**config.mk**
```make
export PLATFORM = sky130hd
export DESIGN_NAME = keyed_rate_limit_table_top
export DESIGN_NICKNAME = d
export VERILOG_FILES = /design/src/sv/krl_pkg.sv /design/src/sv/krl_ram.sv /design/src/sv/krl_datapath.sv /design/src/sv/krl_ctrl.sv /design/src/sv/keyed_rate_limit_table_top.sv
export SDC_FILE = /design/constraint.sdc
export NUM_CORES = 2
export LEC_CHECK = 0
export BUFFER_PORTS_ARGS = -buffer_cell sky130_fd_sc_hd__buf_2
export CAP_MARGIN = 20
export CORE_ASPECT_RATIO = 0.5
export CORE_MARGIN = 2
export CORE_UTILIZATION = 45
export CTS_BUF_LIST = sky130_fd_sc_hd__clkbuf_2 sky130_fd_sc_hd__clkbuf_4 sky130_fd_sc_hd__clkbuf_8
export DETAILED_ROUTE_END_ITERATION = 12
export GPL_TIMING_DRIVEN = 1
export PLACE_DENSITY = 0.69
export RECOVER_POWER = 100
export SLEW_MARGIN = 20
export SYNTH_ARGS = -nofsm -noshare
export SYNTH_HDL_FRONTEND = slang
export SYNTH_HIERARCHICAL = 1
export SYNTH_SLANG_ARGS = --single-unit
```
**constraint.sdc**
```tcl
create_clock -name clk -period 17.35 [get_ports clk]
set_input_delay 2.6025 -clock clk [delete_from_list [all_inputs] [get_ports clk]]
set_output_delay 2.6025 -clock clk [all_outputs]
set_load 0.005 [all_outputs]
```
**src/sv/krl_pkg.sv**
```systemverilog
// Shared constants and control/status types for the keyed rate limit table.
package krl_pkg;

	localparam int SLOT_COUNT = 16;
	localparam int SLOT_W = $clog2(SLOT_COUNT);
	localparam int KEY_W = 32;
	localparam int TIME_W = 64;
	localparam int INTERVAL_W = 32;
	localparam int SLOT_INDEX_W = 4;
	localparam int ENTRY_W = KEY_W + TIME_W;
	localparam logic [INTERVAL_W-1:0] INTERVAL_RESET = 32'd1000;

	typedef struct packed {
		logic start;
		logic scan_rd;
		logic fetch_rd;
		logic commit;
	} krl_cmd_t;

	typedef struct packed {
		logic scan_last;
		logic can_load;
	} krl_status_t;

endpackage

```
**src/sv/krl_ram.sv**
```systemverilog
// Generic single-write, single-read RAM with registered read data.
module krl_ram #(
	parameter int WIDTH = 8,
	parameter int DEPTH = 16
) (
	input  logic                     clk,
	input  logic                     we,
	input  logic [$clog2(DEPTH)-1:0] waddr,
	input  logic [WIDTH-1:0]         wdata,
	input  logic                     re,
	input  logic [$clog2(DEPTH)-1:0] raddr,
	output logic [WIDTH-1:0]         rdata
);

	logic [WIDTH-1:0] mem_q [DEPTH];
	logic [WIDTH-1:0] rdata_q;

	always_ff @(posedge clk) begin
		if (we) begin
			mem_q[waddr] <= wdata;
		end
		if (re) begin
			rdata_q <= mem_q[raddr];
		end
	end

	assign rdata = rdata_q;

endmodule

```
**src/sv/krl_datapath.sv**
```systemverilog
// Datapath: slot table, scan trackers, interval register and result register.
module krl_datapath (
	input  logic                                 clk,
	input  logic                                 arst_n,
	input  logic                                 cfg_valid,
	input  logic [krl_pkg::INTERVAL_W-1:0]       cfg_data,
	input  logic [krl_pkg::KEY_W-1:0]            key_id,
	input  logic [krl_pkg::TIME_W-1:0]           now_time,
	input  krl_pkg::krl_cmd_t                    cmd,
	output krl_pkg::krl_status_t                 status,
	input  logic                                 out_stall,
	output logic                                 out_valid,
	output logic                                 allowed,
	output logic [krl_pkg::SLOT_INDEX_W-1:0]     slot_index
);

	logic [krl_pkg::INTERVAL_W-1:0] interval_q;
	logic [krl_pkg::KEY_W-1:0]      key_q;
	logic [krl_pkg::TIME_W-1:0]     now_q;

	logic [krl_pkg::SLOT_W-1:0] cnt_q;
	logic [krl_pkg::SLOT_W-1:0] eval_idx_s1;
	logic                       scan_rd_s1;
	logic [krl_pkg::SLOT_W-1:0] match_idx_q;
	logic [krl_pkg::SLOT_W-1:0] free_idx_q;
	logic [krl_pkg::SLOT_W-1:0] oldest_idx_q;
	logic                       match_found_q;
	logic                       free_found_q;
	logic [krl_pkg::TIME_W-1:0] oldest_time_q;
	logic [krl_pkg::SLOT_W-1:0] chosen_idx;
	logic [krl_pkg::SLOT_W-1:0] raddr;

	logic [krl_pkg::SLOT_COUNT-1:0] entry_valid_q;
	logic                           rd_valid_q;
	logic                           re;
	logic                           we;
	logic [krl_pkg::ENTRY_W-1:0]    rdata;
	logic [krl_pkg::ENTRY_W-1:0]    wdata;
	logic [krl_pkg::KEY_W-1:0]      entry_key;
	logic [krl_pkg::TIME_W-1:0]     entry_time;
	logic [krl_pkg::TIME_W-1:0]     elapsed;
	logic                           allow_c;

	logic                                out_valid_q;
	logic                                allowed_q;
	logic [krl_pkg::SLOT_INDEX_W-1:0]    slot_index_q;

	// A slot never written reads as free with time zero.
	assign entry_key  = rd_valid_q ? rdata[krl_pkg::ENTRY_W-1:krl_pkg::TIME_W] : '0;
	assign entry_time = rd_valid_q ? rdata[krl_pkg::TIME_W-1:0] : '0;

	always_comb begin
		priority if (match_found_q) begin
			chosen_idx = match_idx_q;
		end else if (free_found_q) begin
			chosen_idx = free_idx_q;
		end else begin
			chosen_idx = oldest_idx_q;
		end
	end

	assign raddr   = cmd.fetch_rd ? chosen_idx : cnt_q;
	assign re      = cmd.scan_rd | cmd.fetch_rd;
	assign elapsed = now_q - entry_time;
	assign allow_c = elapsed >= {{(krl_pkg::TIME_W-krl_pkg::INTERVAL_W){1'b0}}, interval_q};
	assign we      = cmd.commit & allow_c;
	assign wdata   = {key_q, now_q};

	krl_ram #(
		.WIDTH(krl_pkg::ENTRY_W),
		.DEPTH(krl_pkg::SLOT_COUNT)
	) u_table (
		.clk   (clk),
		.we    (we),
		.waddr (chosen_idx),
		.wdata (wdata),
		.re    (re),
		.raddr (raddr),
		.rdata (rdata)
	);

	always_ff @(posedge clk or negedge arst_n) begin
		if (!arst_n) begin
			interval_q <= krl_pkg::INTERVAL_RESET;
		end else if (cfg_valid) begin
			interval_q <= cfg_data;
		end
	end

	always_ff @(posedge clk) begin
		if (cmd.start) begin
			key_q <= key_id;
			now_q <= now_time;
		end
	end

	always_ff @(posedge clk or negedge arst_n) begin
		if (!arst_n) begin
			entry_valid_q <= '0;
			rd_valid_q    <= 1'b0;
		end else begin
			if (re) begin
				rd_valid_q <= entry_valid_q[raddr];
			end
			if (we) begin
				entry_valid_q[chosen_idx] <= 1'b1;
			end
		end
	end

	always_ff @(posedge clk or negedge arst_n) begin
		if (!arst_n) begin
			cnt_q         <= '0;
			scan_rd_s1    <= 1'b0;
			match_found_q <= 1'b0;
			free_found_q  <= 1'b0;
		end else begin
			scan_rd_s1 <= cmd.scan_rd;
			if (cmd.start) begin
				cnt_q         <= '0;
				match_found_q <= 1'b0;
				free_found_q  <= 1'b0;
			end else begin
				if (cmd.scan_rd) begin
					cnt_q <= cnt_q + 1'b1;
				end
				if (scan_rd_s1) begin
					if (!match_found_q && entry_key == key_q) begin
						match_found_q <= 1'b1;
					end
					if (!free_found_q && entry_key == '0) begin
						free_found_q <= 1'b1;
					end
				end
			end
		end
	end

	// Trackers: first match, first free slot, oldest time with lowest index on ties.
	always_ff @(posedge clk) begin
		eval_idx_s1 <= cnt_q;
		if (scan_rd_s1) begin
			if (!match_found_q && entry_key == key_q) begin
				match_idx_q <= eval_idx_s1;
			end
			if (!free_found_q && entry_key == '0) begin
				free_idx_q <= eval_idx_s1;
			end
			if (eval_idx_s1 == '0 || entry_time < oldest_time_q) begin
				oldest_time_q <= entry_time;
				oldest_idx_q  <= eval_idx_s1;
			end
		end
	end

	always_ff @(posedge clk or negedge arst_n) begin
		if (!arst_n) begin
			out_valid_q <= 1'b0;
		end else if (cmd.commit) begin
			out_valid_q <= 1'b1;
		end else if (!out_stall) begin
			out_valid_q <= 1'b0;
		end
	end

	always_ff @(posedge clk) begin
		if (cmd.commit) begin
			allowed_q    <= allow_c;
			slot_index_q <= krl_pkg::SLOT_INDEX_W'(chosen_idx);
		end
	end

	assign status.scan_last = (cnt_q == krl_pkg::SLOT_W'(krl_pkg::SLOT_COUNT - 1));
	assign status.can_load  = !out_valid_q || !out_stall;

	assign out_valid  = out_valid_q;
	assign allowed    = allowed_q;
	assign slot_index = slot_index_q;

	a_trackers_clear: assert property (@(posedge clk) disable iff (!arst_n)
		scan_rd_s1 && eval_idx_s1 == '0 |-> !match_found_q && !free_found_q)
		else $error("scan trackers not cleared at first slot");

	a_commit_free: assert property (@(posedge clk) disable iff (!arst_n)
		cmd.commit |-> !(out_valid_q && out_stall))
		else $error("result loaded over a stalled result");

	a_write_valid: assert property (@(posedge clk) disable iff (!arst_n)
		we |=> entry_valid_q[$past(chosen_idx)])
		else $error("written slot not marked valid");

endmodule

```
**src/sv/krl_ctrl.sv**
```systemverilog
// Controller state machine: accept, scan the table, fetch the chosen slot, decide.
module krl_ctrl (
	input  logic                 clk,
	input  logic                 arst_n,
	input  logic                 in_valid,
	output logic                 in_stall,
	input  krl_pkg::krl_status_t status,
	output krl_pkg::krl_cmd_t    cmd
);

	typedef enum logic [4:0] {
		ST_IDLE   = 5'b00001,
		ST_SCAN   = 5'b00010,
		ST_DRAIN  = 5'b00100,
		ST_FETCH  = 5'b01000,
		ST_DECIDE = 5'b10000
	} krl_state_t;

	krl_state_t state_q;
	krl_state_t state_d;

	always_comb begin
		state_d      = state_q;
		cmd          = '0;
		in_stall     = 1'b1;
		unique case (state_q)
			ST_IDLE: begin
				in_stall = 1'b0;
				if (in_valid) begin
					cmd.start = 1'b1;
					state_d   = ST_SCAN;
				end
			end
			ST_SCAN: begin
				cmd.scan_rd = 1'b1;
				if (status.scan_last) begin
					state_d = ST_DRAIN;
				end
			end
			// last scan read data is evaluated here
			ST_DRAIN: begin
				state_d = ST_FETCH;
			end
			ST_FETCH: begin
				cmd.fetch_rd = 1'b1;
				state_d      = ST_DECIDE;
			end
			ST_DECIDE: begin
				if (status.can_load) begin
					cmd.commit = 1'b1;
					state_d    = ST_IDLE;
				end
			end
			default: begin
				state_d = ST_IDLE;
			end
		endcase
	end

	always_ff @(posedge clk or negedge arst_n) begin
		if (!arst_n) begin
			state_q <= ST_IDLE;
		end else begin
			state_q <= state_d;
		end
	end

	a_scan_end: assert property (@(posedge clk) disable iff (!arst_n)
		state_q == ST_SCAN && status.scan_last |=> state_q == ST_DRAIN)
		else $error("scan did not end after last slot");

	a_fetch_decide: assert property (@(posedge clk) disable iff (!arst_n)
		cmd.fetch_rd |=> state_q == ST_DECIDE && !cmd.scan_rd)
		else $error("fetch not followed by decide");

	a_hold_decide: assert property (@(posedge clk) disable iff (!arst_n)
		state_q == ST_DECIDE && !status.can_load |=> state_q == ST_DECIDE)
		else $error("left decide while result register busy");

endmodule

```
**src/sv/keyed_rate_limit_table_top.sv**
```systemverilog
// Top level of the keyed rate limit table: controller, datapath and config port.
// A result becomes valid after the scan reads all 16 table slots, then a drain step,
//   a fetch of the chosen slot and the decide step.
// The scan runs over the single RAM read port; a new request is accepted only in idle.
// A waiting result does not block the next input transaction; it only delays the decide step.
// Reset clears the slot valid flags at once (all slots free, time 0) and sets interval to 1000.
module keyed_rate_limit_table_top (
	input  logic                                 clk,
	input  logic                                 arst_n,
	input  logic                                 in_valid,
	output logic                                 in_stall,
	input  logic [krl_pkg::KEY_W-1:0]            key_id,
	input  logic [krl_pkg::TIME_W-1:0]           now_time,
	output logic                                 out_valid,
	input  logic                                 out_stall,
	output logic                                 allowed,
	output logic [krl_pkg::SLOT_INDEX_W-1:0]     slot_index,
	input  logic                                 cfg_valid,
	output logic                                 cfg_ready,
	input  logic [krl_pkg::INTERVAL_W-1:0]       cfg_data
);

	krl_pkg::krl_cmd_t    cmd;
	krl_pkg::krl_status_t status;

	assign cfg_ready = 1'b1;

	krl_ctrl u_ctrl (
		.clk      (clk),
		.arst_n   (arst_n),
		.in_valid (in_valid),
		.in_stall (in_stall),
		.status   (status),
		.cmd      (cmd)
	);

	krl_datapath u_datapath (
		.clk        (clk),
		.arst_n     (arst_n),
		.cfg_valid  (cfg_valid),
		.cfg_data   (cfg_data),
		.key_id     (key_id),
		.now_time   (now_time),
		.cmd        (cmd),
		.status     (status),
		.out_stall  (out_stall),
		.out_valid  (out_valid),
		.allowed    (allowed),
		.slot_index (slot_index)
	);

endmodule
```
Yosys cells after proc, flatten, opt, wreduce, memory -nomap -nowiden:

Memory sizes are Yosys's and may differ from the RTL's. A register that Yosys moved wholly into a read port is not among the register bits.
Index checks and enable logic that the tools add are counted.

* output and inout bits: 8
* logic and storage cells: 93
* register bits: 243
* bits in writable memories: 1536
* memories kept: 1
* bits of input ports: 133

Memory list
* u_datapath.u_table.mem_q: words 16, width 96, read ports 1, clocked after memory_dff 1, wr ports 1, RTL line krl_ram.sv:15 `logic [WIDTH-1:0] mem_q [DEPTH];`

* reductions and logical operators: 21
* bitwise logic cells: 3
* mux-type cells: 32
* $add $sub $neg: 2
* eq/ne operators: 11
* $lt $le $gt $ge: 5

Operators by type and width (number)
* 64-bit by 32-bit greater-or-equal comparator with 1-bit output: 1
* 64-bit < comparator: 1
* 64-bit 2-to-1 mux: 1
* 64-bit subtractor: 1
* 32-bit equality test: 1
* 32-bit zero test: 1
* 32-bit 2-to-1 mux: 1
* 5-bit one-hot mux with 5 select lines: 1
* 4-bit 2-to-1 mux: 5
* 1-bit 2-to-1 mux: 19
* 16-bit OR: 1
* 5-bit 2-to-1 mux: 3
* 4-bit by 5-bit < comparator with 1-bit output (second input constant): 2
* 2-bit AND reduction: 5
* 2-bit nonzero test: 4
* 2-bit inequality test (second input constant): 3
* 5-bit by 1-bit equality test with 1-bit output (second input constant): 1
* 5-bit by 2-bit equality test with 1-bit output (second input constant): 1
* 5-bit by 3-bit equality test with 1-bit output (second input constant): 1
* 5-bit by 4-bit equality test with 1-bit output (second input constant): 1
* 5-bit equality test (second input constant): 1
* 4-bit by 1-bit adder with 4-bit output (second input constant): 1
* 1-bit binary-select mux with 4-bit select: 1
* 1-bit demux with 4-bit select: 1
* 10 further kinds: 16

Depth between registers and ports, before layout:

* depth after elaboration: 7
* depth in mapped cells: 31
* depth with buffers taken out: 26

By module:

Netlist, hierarchy kept.

By module, submodules not included
* krl_ram: times used 1, area an instance 60316.6 sq um, cells an instance 2460, sequential area each 49007.0 sq um
* krl_datapath: times used 1, area an instance 15990.3 sq um, cells an instance 1689, sequential area each 6829.0 sq um
* krl_ctrl: times used 1, area an instance 291.5 sq um, cells an instance 28, sequential area each 126.4 sq um
* keyed_rate_limit_table_top: times used 1, area an instance 11.3 sq um, cells an instance 2, sequential area each 0.0 sq um

Least setup slack after synthesis:

OpenSTA, ideal clock, no wires.

* kind: register -> register
* start: reg u_datapath.rd_valid_q
* end: mem u_datapath/u_table/mem_q[0][0] (netlist bit) (enable)
* library setup time: 0.668 ns
* data required time: 16.682 ns
* stages on the path, launching flop included: 31
* slack: 4.203 ns
* period minus slack after synthesis: 13.147 ns
* data arrival time: 12.479 ns
* buffers on the path: 5
* cells stage by stage: dfrtp_1 > clkbuf_1 > clkbuf_1 > clkbuf_1 > clkbuf_1 > nand2_1 > ha_1 > and3_1 > a211oi_1 > a211oi_1 > or3_1 > a21oi_1 > o21ai_0 > a21o_1 > a21oi_1 > xnor2_1 > ha_1 > nand3_1 > nor3_1 > nand2_1 > a2111o_1 > o22ai_1 > or4_1 > nor4_1 > o2111ai_1 > nor4_4 > nand4_4 > buf_6 > and2_1 > or3b_2 > nor3_1

* longest elaborated chain between the ends: 6

Ends and longest elaborated chain
* start, declared: RTL line krl_datapath.sv:34 `logic rd_valid_q;`
* start signal, assigned: RTL line krl_datapath.sv:103 `rd_valid_q <= entry_valid_q[raddr];`
* 64-bit 2-to-1 mux: RTL line krl_datapath.sv:50 `assign entry_time = rd_valid_q ? rdata[krl_pkg::TIME_W-1:0] : '0;`
* 64-bit subtractor: RTL line krl_datapath.sv:64 `assign elapsed = now_q - entry_time;`
* 64-bit by 32-bit greater-or-equal comparator with 1-bit output: RTL line krl_datapath.sv:65 `assign allow_c = elapsed >= {{(krl_pkg::TIME_W-krl_pkg::INTERVAL_W){1'b0}}, interval_q};`
* via u_datapath.allow_c: RTL line krl_datapath.sv:42 `logic allow_c;`
* 1-bit bitwise AND: RTL line krl_datapath.sv:66 `assign we = cmd.commit & allow_c;`
* via u_datapath.we: RTL line krl_datapath.sv:36 `logic we;`
* 1-bit 2-to-1 mux: RTL line krl_ram.sv:19 `if (we) begin`
* 1-bit 2-to-1 mux (implied by the code): RTL line krl_ram.sv:20 `mem_q[waddr] <= wdata;`
* end, declared: RTL line krl_ram.sv:15

The timed path passes the listed nets, and every way through them passes these cells.

Worst setup path in the final report:

* start: reg u_datapath.rd_valid_q
* end: mem u_datapath/u_table/mem_q[5][93] (netlist bit) (enable)

* longest elaborated chain between the ends: 6

Ends and longest elaborated chain (RTL line)
* 64-bit 2-to-1 mux: krl_datapath.sv:50
* 64-bit subtractor: krl_datapath.sv:64
* 64-bit by 32-bit greater-or-equal comparator with 1-bit output: krl_datapath.sv:65
* 1-bit bitwise AND: krl_datapath.sv:66
* via u_datapath.we: krl_datapath.sv:36
* 1-bit 2-to-1 mux: krl_ram.sv:19
* 1-bit 2-to-1 mux (implied by the code): krl_ram.sv:20

The timed path passes the listed nets, and every way through them passes these cells.

==> results by group <==
Synth
  – Post-Syn Area: approximately 0.077 mm2
  – Post-synthesis sequential area ratio: between 70 and 80%
  – Post-synth top area share: a little under three quarters
  – Yosys reg bits: 1875
  – Commonest cells post-synth: edfxtp_1, mux4_2, nand2_1
  – Syn Area/Cell: 18.3 um2
  – Yosys cell types: 94
  – Cell with the most instances after synthesis: edfxtp_1
  – Area contributors post-synth: edfxtp_1, mux4_2, ha_1, a22oi_1, dfrtp_1
  – Top FF cell, synth: edfxtp_1
  – FFs w/ async S/R, synth: approximately 3.3%
  – Mapped Cells: between 4000 and 5000
  – Syn Nets: 4474
  – Synth warnings: 6
  – Number of synthesized flops with an enable pin: between 1500 and 2000
  – Yosys top cell by area: edfxtp_1

STA
  – Minimum clock period: between 10 and 15 ns
  – RSZ-0062 raised after global routing: no
  – Max-slew violations: 1203
  – Worst slew pin tran: 5.87 ns
  – Clock skew: ~0.051 ns
  – Fraction of the cycle the final worst path needs: slightly above 70%
  – Fin. Hold Viols: 0
  – Slew margin rel.: -291%
  – Final worst slack: roughly 4.7 ns
  – Final setup violation count: 0
  – Fmax: slightly below 80 MHz
  – Sum Neg Setup Slack: 0 ns

Die
  – Die X: approximately 590 um
  – Starting Density: a little under half
  – IO Count: approximately 140
  – Die footprint: between 0.15 and 0.2 mm2
  – Row count: 106
  – Core area: around 0.17 mm2
  – Die Height: ~300 um

Finish
  – Layout cells sized above 1: 20.9%
  – Cell area after layout: between 0.08 and 0.09 mm2
  – Area Overhead vs Synth: 10.6%
  – # nets final: between 4000 and 5000
  – Non-filler cells, final: 6937

Drt
  – Post-DRT Antenna Nets: 0
  – Drt first pass iters: 8
  – DR iter-0 viols: between 5000 and 6000
  – DRT Wirelength: between 200000 and 250000 um
  – Via density: roughly 6
  – DR WL/cell: a little under 30 um
  – Vias after detailed routing: ~42000
  – # DRC: 0

Run status
  – Status: finished, violations left
  – Violated checks: capacitance limit, slew limit

Setup path
  – Crit path max fanout: 62
  – Crit path capture type: register
  – Worst setup endpoint: u_datapath/u_table/mem_q[5][93]
  – Worst setup path start: u_datapath/rd_valid_q
  – R2R cell count: 17
  – Crit path DAT: ~13 ns
  – Worst reg2reg endpoint: u_datapath/u_table/mem_q[5][93]
  – CP Data Required Time: ~17 ns
  – R2R setup slack: approximately 4.7 ns
  – Critical path launch point type: register
  – Critical path class: register to register
  – FF-to-FF Start: u_datapath/rd_valid_q

Power
  – Switching power: roughly 0.0033 W
  – Power share of the combinational group: between 20% and 30%
  – Peak supply drop: between 0.08 and 0.09 mV
  – PnR Total Power: 0.0116 W
  – Sequential share of power: around 50%
  – P per Cell Area: between 100 and 150 mW/mm2
  – Internal power component: 0.00825 W
  – Sw Ratio: 28.8%
  – Clk pwr share: 29.6%
  – Pleak: between 20 and 30 nW

Global route
  – Initial antenna violation count: 12
  – Overall routing resource usage: between 20 and 25%
  – Remaining Overflow, GRT: 0
  – First-pass GRT wire length: around 290000 um
  – Maximum number of pins on one net before global-route repair: roughly 110
  – Vias in the first global route: 42039

Placement
  – RePlAce Congestion: 0.974
  – Hpwl dp: ~120000 um
  – Port Buffers: between 100 and 150
  – DP Area: 0.0799 mm2
  – Place WS: between 8 and 9 ns
  – Placed Cells: around 6500

Clock tree
  – Post-CTS sizing: 0
  – Post-CTS Hold Fix Bufs: 0
  – H-tree depth: 5
  – Post-CTS Setup Bufs: 0
  – Maximum buffer depth of the clock tree: 4
  – Clock sink count: 1875
  – CTS root buf: clkbuf_8
  – CTS clk-pin slew, worst paths: around 0.070 ns
  – Number of CTS-inserted buffers: 270
  – Clock latency at the later pin of the worst-skew pair: around 0.9 ns
  – CTS tree: built

Hold path
  – Hold Crit Class: register to register

Run
  – Max-Cap Viols: 27
[critical path: stages, from the launching register on]
cell,delay [ns]
dfrtp_1,1.21
clkbuf_1,2.43
nand2_1,0.43
ha_1,0.58
a21oi_1,0.37
o21ai_0,0.47
a221oi_1,0.60
o21bai_1,0.15
a2111oi_0,0.79
nand4_1,0.19
nor4_1,0.42
o2111ai_1,0.26
nor4_4,0.29
nand4_1,0.80
and2_0,0.77
nand3b_1,0.38
nor2_4,0.07
clkbuf_1,1.40
[metal layers]
layer | part of all wire (%) | vias to the layer above | track usage [%] | wire length, um
li1 | - | 17496 | - | -
met1 | 43 | 21879 | 35.1 | 87400
met2 | 44 | 2229 | 34.6 | 90100
met3 | 10 | 287 | 4.47 | 20900
met4 | 2.1 | 4 | 5.66 | 4300
met5 | 0.013 | - | 0 | 27
[cells by family after synthesis]
family          after synthesis  synth area share [%]
compound gates              647                  5.80
xor+xnor                     55                 0.629
fa+ha+maj                   162                  2.66
buf+inv                     384                  2.23
flops                      1875                  73.0
mux                         410                  11.6
other cells                   1               0.00489
simple gates                645                  3.98
[registers in the layout, indices dropped and copies added (netlist names)]
signal / flops
u_datapath/allowed: 1
u_datapath/now_q: 64
u_datapath/match_idx_q: 4
u_datapath/entry_valid_q: 16
u_datapath/oldest_idx_q: 4
u_datapath/key_q: 32
u_datapath/u_table/mem_q: 1536
u_datapath/u_table/rdata: 96
u_datapath/slot_index: 4
u_datapath/rd_valid_q: 1
u_datapath/free_found_q: 1
u_datapath/scan_rd_s1: 1
u_datapath/free_idx_q: 4
u_datapath/oldest_time_q: 64
u_datapath/match_found_q: 1
u_datapath/cnt_q: 4
u_datapath/eval_idx_s1: 4
u_ctrl/state_q: 5
u_datapath/interval_q: 32
u_datapath/out_valid: 1
[placed cells by master, fill, tap and decap left out, types with 10 or more instances in the layout]
| master | netlist | routed |
|---|---|---|
| ha_1 | 161 | 161 |
| xor2_1 | 24 | 24 |
| mux4_2 | 385 | 385 |
| dfrtp_1 | 55 | 55 |
| clkinv_2 | 0 | 33 |
| o22ai_1 | 16 | 16 |
| inv_1 | 195 | 193 |
| o21ai_0 | 94 | 96 |
| nor2_1 | 107 | 101 |
| clkbuf_8 | 0 | 279 |
| and3_1 | 11 | 11 |
| nand4_1 | 46 | 47 |
| nor2b_1 | 17 | 15 |
| buf_2 | 20 | 94 |
| xnor2_1 | 31 | 31 |
| buf_4 | 21 | 34 |
| mux2i_1 | 22 | 22 |
| o31ai_1 | 20 | 20 |
| o21ai_1 | 14 | 12 |
| clkbuf_4 | 0 | 82 |
| a21oi_1 | 110 | 110 |
| a41o_1 | 16 | 16 |
| a22oi_1 | 201 | 201 |
| nand3_1 | 30 | 30 |
| clkinv_1 | 0 | 50 |
| nor4_1 | 24 | 24 |
| nand2b_1 | 10 | 10 |
| edfxtp_1 | 1809 | 1809 |
| clkbuf_1 | 92 | 74 |
| o21a_1 | 22 | 22 |
| a211oi_1 | 17 | 17 |
| clkinvlp_4 | 0 | 12 |
| a21o_1 | 52 | 52 |
| nor3_1 | 22 | 22 |
| nand2_1 | 313 | 313 |
[power by group through the flow]
stage          Combinational [W]  Clock, W  Sequential [W]
2_1_floorplan            0.00163         0         0.00565
3_3_place_gp             0.00226         0         0.00579
3_5_place_dp             0.00227         0         0.00582
4_1_cts                  0.00228   0.00350         0.00572
5_1_grt                  0.00259   0.00368         0.00577
6_report                 0.00242   0.00342         0.00574
[worst min-delay path by stage]
stage | from | to | slack, ns | cells after the start
final | u_datapath/cnt_q[3] | u_datapath/eval_idx_s1[3] | 0.45 | 0
after global routing | u_datapath/cnt_q[3] | u_datapath/eval_idx_s1[3] | 0.47 | 0
after CTS | u_datapath/cnt_q[3] | u_datapath/eval_idx_s1[3] | 0.46 | 0
after detailed placement | u_datapath/cnt_q[3] | u_datapath/eval_idx_s1[3] | 0.44 | 0
after global placement | u_datapath/entry_valid_q[15] | u_datapath/entry_valid_q[15] | 0.44 | 1
after floorplan | u_datapath/cnt_q[3] | u_datapath/eval_idx_s1[3] | 0.40 | 0
[stage by stage]
step | hold WS, ns | utilization, %
after floorplan | 0.398 | -
after global placement | 0.441 | 47.5
after detailed placement | 0.444 | 47.5
after CTS | 0.459 | 50.6
after global routing | 0.469 | 50.4
final | 0.452 | 50.4
[final cells by class]
type	instances	area [um2]
Antenna cell	2	5.00
Clock buffer	361	4460
Clock inverter	108	678
Fill cell	13442	83300
Inverter	195	741
Multi-Input combinational cell	1920	19000
Sequential cell	1875	56000
Tap cell	2268	2840
Timing Repair Buffer	208	1110
Power figures use the tool's default switching activity.
